<file path="config.mk">
export PLATFORM = sky130hd
export DESIGN_NAME = sync_length_frame_deframer_unit
export DESIGN_NICKNAME = d
export VERILOG_FILES = /design/src/hw/rtl/sld_pkg.sv /design/src/hw/rtl/sld_ram.sv /design/src/hw/rtl/sld_front.sv /design/src/hw/rtl/sld_fifo.sv /design/src/hw/rtl/sld_back.sv /design/src/hw/rtl/sync_length_frame_deframer_unit.sv
export SDC_FILE = /design/constraint.sdc
export NUM_CORES = 1
export LEC_CHECK = 0
export ABC_AREA = 1
export BUFFER_PORTS_ARGS = -buffer_cell sky130_fd_sc_hd__buf_2
export CORE_ASPECT_RATIO = 1.2
export CORE_MARGIN = 2
export CORE_UTILIZATION = 60
export DETAILED_ROUTE_END_ITERATION = 6
export GPL_ROUTABILITY_DRIVEN = 0
export PLACE_DENSITY = 0.76
export SYNTH_ARGS = -nofsm -noshare
export SYNTH_HDL_FRONTEND = slang
export SYNTH_SLANG_ARGS = --single-unit
</file>
<file path="constraint.sdc">
create_clock -name clk_i -period 3.5 [get_ports clk_i]
set_input_delay 0.7 -clock clk_i [delete_from_list [all_inputs] [get_ports clk_i]]
set_output_delay 0.7 -clock clk_i [all_outputs]
set_load 0.02 [all_outputs]
</file>
<file path="src/hw/rtl/sld_pkg.sv">
`timescale 1ns / 1ps
package sld_pkg;

  // frame header layout
  localparam int unsigned HEADER_LEN  = 5;
  localparam int unsigned OFS_SYNC2   = 1;
  localparam int unsigned OFS_LEN_LO  = 3;
  localparam int unsigned OFS_LEN_HI  = 4;

  localparam logic [7:0] SYNC_FIRST  = 8'h55;
  localparam logic [7:0] SYNC_SECOND = 8'hAA;

  // a completed frame never exceeds 64 bytes
  localparam int unsigned NEED_W = 7;
  localparam int unsigned POS_W  = 6;

  // finished frames waiting for readout, one per buffer bank
  localparam int unsigned QUEUE_DEPTH = 2;

  typedef struct packed {
    logic              bank;
    logic [NEED_W-1:0] need;
  } desc_t;

  typedef struct packed {
    logic empty;
    logic full;
  } queue_status_t;

  typedef enum logic [1:0] {
    BK_IDLE,
    BK_FETCH,
    BK_SHOW
  } back_state_e;

endpackage

</file>
<file path="src/hw/rtl/sld_ram.sv">
`timescale 1ns / 1ps
module sld_ram #(
  parameter int unsigned WIDTH = 8,
  parameter int unsigned DEPTH = 128
) (
  input  logic                     clk_i,
  input  logic                     we_i,
  input  logic [$clog2(DEPTH)-1:0] waddr_i,
  input  logic [WIDTH-1:0]         wdata_i,
  input  logic                     re_i,
  input  logic [$clog2(DEPTH)-1:0] raddr_i,
  output logic [WIDTH-1:0]         rdata_o
);

  logic [WIDTH-1:0] mem_q [DEPTH];
  logic [WIDTH-1:0] rdata_q;

  always_ff @(posedge clk_i) begin
    if (we_i) begin
      mem_q[waddr_i] <= wdata_i;
    end
    if (re_i) begin
      rdata_q <= mem_q[raddr_i];
    end
  end

  assign rdata_o = rdata_q;

endmodule

</file>
<file path="src/hw/rtl/sld_front.sv">
`timescale 1ns / 1ps
module sld_front #(
  parameter int unsigned BUFFER_DEPTH = 64
) (
  input  logic                              clk_i,
  input  logic                              rst_ni,
  input  logic                              valid_i,
  input  logic [7:0]                        byte_i,
  output logic                              ready_o,
  input  sld_pkg::queue_status_t            qstat_i,
  output logic                              push_o,
  output sld_pkg::desc_t                    desc_o,
  output logic                              we_o,
  output logic [$clog2(BUFFER_DEPTH):0]     waddr_o,
  output logic [7:0]                        wdata_o,
  output logic                              bank_o
);

  localparam int unsigned CNT_W  = $clog2(BUFFER_DEPTH + 1);
  localparam int unsigned ADDR_W = $clog2(BUFFER_DEPTH);

  logic [CNT_W-1:0]  fill_q, fill_d;
  logic              bank_q, bank_d;
  logic              sync2_ok_q, sync2_ok_d;
  logic [7:0]        len_lo_q, len_lo_d;
  logic [7:0]        len_hi_q, len_hi_d;

  logic              accept;
  logic [ADDR_W-1:0] off;
  logic [CNT_W-1:0]  cnt_new;
  logic [7:0]        len_hi;
  logic [16:0]       need;

  assign ready_o = !qstat_i.full;
  assign accept  = valid_i && ready_o;

  always_comb begin
    // a full buffer wraps, the new byte lands at offset zero
    off     = (fill_q >= CNT_W'(BUFFER_DEPTH)) ? '0 : fill_q[ADDR_W-1:0];
    cnt_new = CNT_W'(off) + CNT_W'(1);
    len_hi  = (off == ADDR_W'(sld_pkg::OFS_LEN_HI)) ? byte_i : len_hi_q;
    need    = 17'(sld_pkg::HEADER_LEN) + 17'({len_hi, len_lo_q});

    fill_d     = fill_q;
    bank_d     = bank_q;
    sync2_ok_d = sync2_ok_q;
    len_lo_d   = len_lo_q;
    len_hi_d   = len_hi_q;
    push_o     = 1'b0;
    desc_o     = '{bank: bank_q, need: need[sld_pkg::NEED_W-1:0]};

    if (accept) begin
      if (off == ADDR_W'(sld_pkg::OFS_SYNC2)) begin
        sync2_ok_d = (byte_i == sld_pkg::SYNC_SECOND);
      end
      if (off == ADDR_W'(sld_pkg::OFS_LEN_LO)) begin
        len_lo_d = byte_i;
      end
      if (off == ADDR_W'(sld_pkg::OFS_LEN_HI)) begin
        len_hi_d = byte_i;
      end

      if (off == '0 && byte_i != sld_pkg::SYNC_FIRST) begin
        fill_d = '0;
      end else if (cnt_new < CNT_W'(sld_pkg::HEADER_LEN)) begin
        fill_d = cnt_new;
      end else if (cnt_new == CNT_W'(sld_pkg::HEADER_LEN) && !sync2_ok_q) begin
        fill_d = '0;
      end else if (17'(cnt_new) == need) begin
        push_o = 1'b1;
        fill_d = '0;
        bank_d = !bank_q;
      end else begin
        fill_d = cnt_new;
      end
    end
  end

  always_ff @(posedge clk_i or negedge rst_ni) begin
    if (!rst_ni) begin
      fill_q     <= '0;
      bank_q     <= 1'b0;
      sync2_ok_q <= 1'b0;
    end else begin
      fill_q     <= fill_d;
      bank_q     <= bank_d;
      sync2_ok_q <= sync2_ok_d;
    end
  end

  always_ff @(posedge clk_i) begin
    len_lo_q <= len_lo_d;
    len_hi_q <= len_hi_d;
  end

  assign we_o    = accept;
  assign waddr_o = {bank_q, off};
  assign wdata_o = byte_i;
  assign bank_o  = bank_q;

endmodule

</file>
<file path="src/hw/rtl/sld_fifo.sv">
`timescale 1ns / 1ps
module sld_fifo (
  input  logic                   clk_i,
  input  logic                   rst_ni,
  input  logic                   push_i,
  input  sld_pkg::desc_t         desc_i,
  input  logic                   pop_i,
  output sld_pkg::desc_t         head_o,
  output sld_pkg::queue_status_t status_o
);

  localparam int unsigned PTR_W = $clog2(sld_pkg::QUEUE_DEPTH);
  localparam int unsigned CNT_W = $clog2(sld_pkg::QUEUE_DEPTH + 1);

  sld_pkg::desc_t   entry_q [sld_pkg::QUEUE_DEPTH];
  logic [PTR_W-1:0] wr_ptr_q, rd_ptr_q;
  logic [CNT_W-1:0] cnt_q;

  always_ff @(posedge clk_i) begin
    if (push_i) begin
      entry_q[wr_ptr_q] <= desc_i;
    end
  end

  always_ff @(posedge clk_i or negedge rst_ni) begin
    if (!rst_ni) begin
      wr_ptr_q <= '0;
      rd_ptr_q <= '0;
      cnt_q    <= '0;
    end else begin
      if (push_i) begin
        wr_ptr_q <= wr_ptr_q + PTR_W'(1);
      end
      if (pop_i) begin
        rd_ptr_q <= rd_ptr_q + PTR_W'(1);
      end
      case ({push_i, pop_i})
        2'b10:   cnt_q <= cnt_q + CNT_W'(1);
        2'b01:   cnt_q <= cnt_q - CNT_W'(1);
        default: cnt_q <= cnt_q;
      endcase
    end
  end

  assign head_o         = entry_q[rd_ptr_q];
  assign status_o.empty = (cnt_q == '0);
  assign status_o.full  = (cnt_q == CNT_W'(sld_pkg::QUEUE_DEPTH));

endmodule

</file>
<file path="src/hw/rtl/sld_back.sv">
`timescale 1ns / 1ps
module sld_back #(
  parameter int unsigned BUFFER_DEPTH = 64
) (
  input  logic                          clk_i,
  input  logic                          rst_ni,
  input  sld_pkg::queue_status_t        qstat_i,
  input  sld_pkg::desc_t                head_i,
  output logic                          pop_o,
  output logic                          re_o,
  output logic [$clog2(BUFFER_DEPTH):0] raddr_o,
  output logic                          valid_o,
  input  logic                          ready_i,
  output logic [sld_pkg::POS_W-1:0]     position_o,
  output logic                          end_o,
  output logic                          busy_o
);

  localparam int unsigned ADDR_W = $clog2(BUFFER_DEPTH);

  sld_pkg::back_state_e        state_q, state_d;
  logic [sld_pkg::POS_W-1:0]   idx_q, idx_d;
  logic                        last;

  assign last = ((sld_pkg::NEED_W'(idx_q) + sld_pkg::NEED_W'(1)) == head_i.need);

  always_comb begin
    state_d = state_q;
    idx_d   = idx_q;
    pop_o   = 1'b0;
    re_o    = 1'b0;
    valid_o = 1'b0;
    case (state_q)
      sld_pkg::BK_IDLE: begin
        idx_d = '0;
        if (!qstat_i.empty) begin
          state_d = sld_pkg::BK_FETCH;
        end
      end
      sld_pkg::BK_FETCH: begin
        re_o    = 1'b1;
        state_d = sld_pkg::BK_SHOW;
      end
      sld_pkg::BK_SHOW: begin
        valid_o = 1'b1;
        if (ready_i) begin
          if (last) begin
            pop_o   = 1'b1;
            idx_d   = '0;
            state_d = sld_pkg::BK_IDLE;
          end else begin
            idx_d   = idx_q + sld_pkg::POS_W'(1);
            state_d = sld_pkg::BK_FETCH;
          end
        end
      end
      default: begin
        state_d = sld_pkg::BK_IDLE;
      end
    endcase
  end

  always_ff @(posedge clk_i or negedge rst_ni) begin
    if (!rst_ni) begin
      state_q <= sld_pkg::BK_IDLE;
      idx_q   <= '0;
    end else begin
      state_q <= state_d;
      idx_q   <= idx_d;
    end
  end

  assign raddr_o    = {head_i.bank, idx_q[ADDR_W-1:0]};
  assign position_o = idx_q;
  assign end_o      = last;
  assign busy_o     = (state_q != sld_pkg::BK_IDLE);

endmodule

</file>
<file path="src/hw/rtl/sync_length_frame_deframer_unit.sv">
`timescale 1ns / 1ps
// Sync-word, length-prefixed frame deframer. Serial bytes enter one per transfer on the rx
// channel and are stored in a two-bank frame buffer. A frame is 0x55, 0xAA, a command byte,
// a little-endian 16-bit payload length and then the payload; a bad first byte or a bad
// second byte (checked once the header is in) drops the partial frame, and a buffer that
// fills before the frame completes wraps back to offset zero. A completed frame is read back
// and sent on the frame channel one byte per transfer with its offset and a last mark. Each
// frame byte is read from the registered RAM (BK_FETCH) and then presented (BK_SHOW), where it
// holds until frame_ready_i takes it; readout passes through idle between frames. One
// finished frame can drain from one bank while the next frame is received into the other;
// with both banks pending, rx_ready_o stays low until the older frame has fully left. The
// buffer needs no clearing after reset.
module sync_length_frame_deframer_unit #(
  parameter int unsigned BUFFER_DEPTH = 64
) (
  input  logic       clk_i,
  input  logic       rst_ni,
  // received bytes
  input  logic       rx_valid_i,
  output logic       rx_ready_o,
  input  logic [7:0] rx_byte_i,
  // completed frame bytes
  output logic       frame_valid_o,
  input  logic       frame_ready_i,
  output logic [7:0] frame_byte_o,
  output logic [5:0] byte_position_o,
  output logic       frame_end_o
);

  localparam int unsigned ADDR_W   = $clog2(BUFFER_DEPTH);
  localparam int unsigned RAM_DEPTH = 2 * (2 ** ADDR_W);

  // front to queue and buffer
  logic                   push;
  sld_pkg::desc_t         push_desc;
  logic                   wr_en;
  logic [ADDR_W:0]        wr_addr;
  logic [7:0]             wr_data;
  logic                   wr_bank;

  // queue to back
  sld_pkg::desc_t         head;
  sld_pkg::queue_status_t qstat;
  logic                   pop;

  // back to buffer
  logic                   rd_en;
  logic [ADDR_W:0]        rd_addr;
  logic                   back_busy;

  // front: stores bytes, tracks the header, flags complete frames
  sld_front #(
    .BUFFER_DEPTH(BUFFER_DEPTH)
  ) u_front (
    .clk_i   (clk_i),
    .rst_ni  (rst_ni),
    .valid_i (rx_valid_i),
    .byte_i  (rx_byte_i),
    .ready_o (rx_ready_o),
    .qstat_i (qstat),
    .push_o  (push),
    .desc_o  (push_desc),
    .we_o    (wr_en),
    .waddr_o (wr_addr),
    .wdata_o (wr_data),
    .bank_o  (wr_bank)
  );

  // frame buffer, one bank being filled while the other drains
  sld_ram #(
    .WIDTH(8),
    .DEPTH(RAM_DEPTH)
  ) u_ram (
    .clk_i   (clk_i),
    .we_i    (wr_en),
    .waddr_i (wr_addr),
    .wdata_i (wr_data),
    .re_i    (rd_en),
    .raddr_i (rd_addr),
    .rdata_o (frame_byte_o)
  );

  // completed frames waiting for readout
  sld_fifo u_fifo (
    .clk_i    (clk_i),
    .rst_ni   (rst_ni),
    .push_i   (push),
    .desc_i   (push_desc),
    .pop_i    (pop),
    .head_o   (head),
    .status_o (qstat)
  );

  // back: walks the oldest completed frame out of the buffer
  sld_back #(
    .BUFFER_DEPTH(BUFFER_DEPTH)
  ) u_back (
    .clk_i      (clk_i),
    .rst_ni     (rst_ni),
    .qstat_i    (qstat),
    .head_i     (head),
    .pop_o      (pop),
    .re_o       (rd_en),
    .raddr_o    (rd_addr),
    .valid_o    (frame_valid_o),
    .ready_i    (frame_ready_i),
    .position_o (byte_position_o),
    .end_o      (frame_end_o),
    .busy_o     (back_busy)
  );

  // readout only runs on a queued frame
  assert property (@(posedge clk_i) disable iff (!rst_ni)
    back_busy |-> !qstat.empty)
    else $error("readout active with no queued frame");

  // a byte is never written into the bank being read
  assert property (@(posedge clk_i) disable iff (!rst_ni)
    (wr_en && back_busy) |-> (wr_bank != head.bank))
    else $error("fill bank collides with readout bank");

  // the last byte of a frame releases its queue entry
  assert property (@(posedge clk_i) disable iff (!rst_ni)
    (frame_valid_o && frame_ready_i && frame_end_o) |-> pop)
    else $error("frame end transfer without queue release");

  // a frame is queued only while the queue has room
  assert property (@(posedge clk_i) disable iff (!rst_ni)
    push |-> !qstat.full)
    else $error("frame queued while queue full");

endmodule

</file>
# == Yosys cells after proc, flatten, opt, wreduce, memory -nomap -nowiden ==
# Memories as Yosys holds them, arrays and structs flattened. A register that Yosys moved wholly into a read port is not among the register bits.
# Cells that the tools add are included.
# op_classes
add_sub_neg,8
mux,28
reduce_logical,16
n_lt_le_gt_ge,2
bitwise_logic,3
n_eq_ne,15
# op_table
cell,count
$mux W7,4
$mux W6,3
$add A3 B16 Y17 const A,1
$eq A7 B17 Y1,1
$mux W1,15
$add A6 B1 Y7 const B,2
$pmux W6 S2,1
$eq A8 B8 Y1 const B,1
$mux W8,1
$ne A8 B7 Y1 const B,1
$reduce_and A2 Y1,4
$eq A7 B3 Y1 const B,1
$eq A7 B7 Y1,1
$ge A7 B7 Y1 const B,1
$lt A7 B3 Y1 const B,1
$add A6 B1 Y6 const B,1
$eq A2 B2 Y1 const B,3
$eq A6 B1 Y1 const B,1
$eq A6 B2 Y1 const B,1
$eq A6 B3 Y1 const B,1
$logic_not A6 Y1,1
$pmux W2 S3,1
$reduce_and A5 Y1,1
$eq A2 B1 Y1 const B,2
other kinds (11),22
# word_totals
inputBits,12
memories,2
reg_bits,37
mem_bits_rw,1040
# memory_table
name,words,width,read_ports,rd_clocked_by_memory_dff,wr,line,source
u_ram.mem_q,128,8,1,1,1,sld_ram.sv:15,logic [WIDTH-1:0] mem_q [DEPTH];
u_fifo.entry_q,2,8,1,0,1,sld_fifo.sv:15,sld_pkg::desc_t entry_q [sld_pkg::QUEUE_DEPTH];

# == Longest topological paths before layout ==
# logic_depth
depth_word,13
depth_mapped,21

# == Cells and area by module ==
# A second synthesis with hierarchy kept.
# hier_totals
hier_cells,4070
hier_area_um2,45939.1
# by_module_without_submodules
module,area_per_inst_um2,seq_area_each_um2,cells_per_inst,n_inst
sld_ram,42184.2,30989.7,3575,1
sld_front,2223.4,705.7,311,1
sld_fifo,820.8,580.6,66,1
sld_back,710.7,200.2,118,1

# == Worst setup path before layout ==
# Ideal clock, no wire load.
# synth_path
path_kind,reg2reg
start,reg u_front.fill_q[6]
end,reg u_fifo.cnt_q[1]
path_slack_ns,0.562
n_path_buf,1
setup_ns,0.131
stages_incl_launch_ff,20
t_arrival_ns,2.807
synth_period_minus_slack_ns,2.938
required_time_ns,3.369
path_cell_list,dfrtp_1 inv_4 nand2_1 ha_1 inv_1 nor2_4 buf_6 nand3_1 nand2_1 nand2_1 nor2_1 nand3_1 nand2_1 nand3_2 nor2_2 nand2_2 ha_1 a21oi_1 o21ai_0 xor2_1
# synth_via
elab_chain_len,13
elab_cells_between_ends,21
# synth_rtl
item,line,source
from (decl),sld_front.sv:22,"logic [CNT_W-1:0] fill_q, fill_d;"
from (signal assigned),sld_front.sv:85,fill_q <= fill_d;
$ge A7 B7 Y1 (*),sld_front.sv:39,off = (fill_q >= CNT_W'(BUFFER_DEPTH)) ? '0 : fill_q[ADDR_W-1:0];
$mux W6 (*),sld_front.sv:39,
$eq A6 B3 Y1 (*),sld_front.sv:41,len_hi = (off == ADDR_W'(sld_pkg::OFS_LEN_HI)) ? byte_i : len_hi_q;
$mux W8 (*),sld_front.sv:41,
named net u_front.len_hi[5],sld_front.sv:31,logic [7:0] len_hi;
$add A3 B16 Y17 (*),sld_front.sv:42,"need = 17'(sld_pkg::HEADER_LEN) + 17'({len_hi, len_lo_q});"
$eq A7 B17 Y1 (*),sld_front.sv:69,end else if (17'(cnt_new) == need) begin
$mux W1 (*),sld_front.sv:69,
$mux W1 (*),sld_front.sv:67,end else if (cnt_new == CNT_W'(sld_pkg::HEADER_LEN) && !sync2_ok_q) begin
$mux W1 (*),sld_front.sv:65,end else if (cnt_new < CNT_W'(sld_pkg::HEADER_LEN)) begin
$mux W1 (*),sld_front.sv:63,if (off == '0 && byte_i != sld_pkg::SYNC_FIRST) begin
$mux W1 (*),sld_front.sv:52,if (accept) begin
$eq A2 B1 Y1 / $eq A2 B2 Y1 (equally long branches),sld_fifo.sv:37,"case ({push_i, pop_i})"
$pmux W2 S2 / $reduce_bool A2 Y1 (equally long branches),--,
to (signal assigned),sld_fifo.sv:38,2'b10: cnt_q <= cnt_q + CNT_W'(1);
to (signal assigned),sld_fifo.sv:39,2'b01: cnt_q <= cnt_q - CNT_W'(1);
to (signal assigned),sld_fifo.sv:40,default: cnt_q <= cnt_q;
to (decl),sld_fifo.sv:17,logic [CNT_W-1:0] cnt_q;
# The timed path passes the listed nets; every way through them passes the cells marked *.
# A chain may end at the register's enable or synchronous reset.

# == Final worst setup path ==
# layout_path
start,reg u_back.idx_q (netlist bit u_back.position_o[3])
end,out frame_end_o
# layout_via
elab_chain_len,2
# layout_rtl
item,line,source
from (decl),sld_back.sv:22,"logic [sld_pkg::POS_W-1:0] idx_q, idx_d;"
from (signal assigned),sld_back.sv:69,idx_q <= idx_d;
$add A6 B1 Y7,sld_back.sv:25,assign last = ((sld_pkg::NEED_W'(idx_q) + sld_pkg::NEED_W'(1)) == head_i.need);
$eq A7 B7 Y1,sld_back.sv:25,
to (decl),sync_length_frame_deframer_unit.sv:27,output logic frame_end_o
# Every way passes these cells.

==> metrics.yaml <==
logic_synthesis:
  syn_nets: 3544
  synth_compound_area_share_pct: 12.60
  synth_cells: 3525
  synth_edf_count: 1064
  ys_top_cells_by_area: "edfxtp_1 73%, o21ai_0 7.2%, nor2_1 6.8%, o22ai_1 3.7%, clkbuf_1 1.7%"
  ys_warn_count: 0
  synth_area_um2: 44020
  synth-xor-area-share_pct: 0.2786
  ys_ff_latch: 1085
  synth_simple_gate_area_share_pct: 10.24
  synthAdderAreaFrac_pct: 0.1990
  synth_top_flop_cell: "edfxtp_1"
  syn_avg_cell_area_um2: 12.49
  synth_area_leader_cell: "edfxtp_1"
  synth_top_family_by_area: "compound AO/OA/AOI/OAI gates"
  async_flop_share_pct: 1.935
  seq_area_frac_synth_pct: 73.78
  synth_top_area_share_pct: 72.58
  synthMuxAreaShare_pct: 0.09096
  ys_types: 41
timing:
  hold_viol: 0
  max_freq_mhz: 308.4
  worst-slew-pin-transition_ns: 0.9690
  final.period_utilization_pct: 92.64
  setup_violations: 0
  setup_tns_ns: 0
  skew_ns: 0.01770
  fin_hold_ws_ns: 0.01396
  relSlewSlack_pct: 35.40
  slew_viol_final: 0
  min_period_ns: 3.242
  postLayoutSetupSlackWorst_ns: 0.2577
die:
  die_h_um: 300.7
  die_w_um: 251.3
  coreArea_um2: 72430
  io-pin-count: 29
  initial_core_util_pct: 60.77
  die-area_um2: 75560
  num_rows: 108
final_layout:
  syn2layout_area_growth_pct: 13.08
  final_area_um2: 49770
  drive_above_1_share_pct: 12.11
  nets: 3659
run_status:
  status: "complete, but fails checks"
  failed_checks: "DRC"
power:
  power.density_nw_per_um2: 669.2
  ir_worst_vdd_mv: 0.4519
  p_leak_nw: 16.71
setup_path:
  cp_max_fo: 30
  startpoint_type: "flop"
  ff2ff_setup_slack_ns: 0.28
  worstPathArrival_ns: 2.54
  crit_type: "flop to output pin"
  critPathRequiredTime_ns: 2.80
  endpoint_kind: "output pin"
global_route:
  grt_max_degree: 130
  antenna_found_initial: 1
  overflow: 0
  grt_pass1_vias: 28560
  grt_pass1_wl_mm: 170.5
  grt_usage_pct: 30.08
clock_tree:
  numCtsBuffers: 99
  cts_tree: "yes"
  clockBufferDepth: 3
  clock_latency_ns: 0.66
  cts_htree_levels: 3
  cts.clk_slew.worst_paths_ns: 0.07
  cts_hold_buf: 0
  root_buffer: "clkbuf_16"
  cts_sinks: 1085
route:
  drc: 1
  wl_mm: 114.1
  wire_per_inst_um: 24.49
  ant_nets: 0
  via_count: 29930
  drt_iter0_drc: 4120
  dr.pass1.iters: 7
  vias_per_cell: 6.425
place:
  dp_slack_ns: 0.2077
  io_buffer_count: 28
  dp_hpwl_mm: 65.93
  post_dp_cell_area_um2: 46290
job:
  maxCapViolCount: 0
hold_path:
  hp-class: "input pin to async pin"
## worst paths after layout
kind                                      start                   end  cells past startpoint
hold reg to reg               u_back.state_q[0]     u_back.state_q[1]                      1
setup reg to reg              u_front.fill_q[1]       u_fifo.cnt_q[1]                     19
max in group asynchronous                rst_ni  u_back.position_o[3]                      1
min in group clk_i                 rx_byte_i[3]   u_front.len_lo_q[3]                      1
setup / recovery           u_back.position_o[3]           frame_end_o                      9
hold / removal                           rst_ni    u_front.sync2_ok_q                      1
## stage by stage
stage,cells,power [mW],utilization (%)
floorplan,3525,19.39,-
global placement,4465,21.87,63.91
detailed placement,4465,22.03,63.91
CTS,4651,33.17,68.62
global route,4658,34.47,68.72
finish,4659,33.31,68.72
## timing repair
item / CTS / global route
buffers inserted: 2 / 7
setup endpoints to repair: 1 / 2
pin swaps: 0 / 1
gates resized for setup: 0 / 6
## report_power, final
part | internal (mW) | switching (mW)
logic | 2.25 | 5.21
clock network | 6.56 | 4.70
registers | 14.5 | 0.133
total | 23.3 | 10.0
## synthesized netlist by cell type (all sizes together), types with 8 or more instances
master  number
o221ai      48
clkbuf     202
nor2       802
nand3      106
o21ai      639
edfxtp    1064
o211ai      33
nand4        9
nand2      153
inv         75
xor2        11
nor3         9
and2         8
o22ai      259
or2         16
dfrtp       21
buf         36
## state kept, by name (all words and copies together) (netlist names)
name and count:
u_front.fill_q 7, u_front.len_lo_q 8, u_front.bank_o 1, u_front.len_hi_q 8, u_ram.mem_q 1024, u_fifo.entry_q 16
u_ram.rdata_o 8, u_fifo.wr_ptr_q 1, u_front.sync2_ok_q 1, u_back.state_q 2, u_fifo.cnt_q 2, u_back.position_o 6
u_fifo.rd_ptr_q 1
## final cells by class
cell class	instances	area [um^2]
Timing Repair Buffer	252	2096
Multi-Input combinational cell	2126	10320
Clock inverter	68	805.8
Clock buffer	116	2584
Fill cell	4714	22660
Tap cell	935	1170
Sequential cell	1085	32490
Antenna cell	1	2.502
Inverter	76	305.3
## logic make-up (layout without fill, tap and decap cells)
kind of cell / Yosys count / in the layout
buffers and inverters: 314 / 512
AO/OA/AOI/OAI: 988 / 988
other: 0 / 1
multiplexers: 4 / 4
XOR/XNOR: 14 / 14
AND/OR/NAND/NOR: 1113 / 1113
flip-flops: 1085 / 1085
adder cells (fa/ha/maj): 7 / 7
## metal layers
| layer | share of wire (%) | up-vias | global-route usage (%) | routed length (um) |
|---|---|---|---|---|
| met5 | 0 | - | 0 | 0 |
| met4 | 5.1 | 0 | 15.26 | 5823 |
| met3 | 10 | 332 | 4.547 | 11960 |
| met2 | 48 | 1901 | 49.30 | 55220 |
| met1 | 36 | 14460 | 39.70 | 41070 |
| li1 | - | 13240 | - | - |
## worst max-delay path, cell delays in order (launching register included)
cell     delay, ns
dfrtp_4       0.70
inv_2         0.11
nand2_1       0.11
nand2_1       0.07
xor2_1        0.16
nor2_1        0.09
nor3b_1       0.23
nand2_1       0.14
inv_1         0.09
buf_2         0.16
## layout by cell type (no fill, tap or decap), types with 5 or more instances in the layout
master      count
edfxtp_1     1064
nor2_1        794
o21ai_0       635
o22ai_1       259
buf_4         211
nand2_1       149
nand3_1       102
clkbuf_16     101
inv_1          67
o221ai_1       48
o211ai_1       33
buf_2          20
buf_12         20
clkinv_2       19
clkinv_1       18
bufinv_16      17
dfrtp_1        16
or2_2          15
clkbuf_1       15
xor2_1         11
nand4_1         9
nor3_1          8
and2_1          8
a21oi_1         7
ha_1            7
clkinvlp_4      7
inv_6           6
nor2_2          5
nor4_1          5
Note: power is estimated with default switching activity, not from simulation.
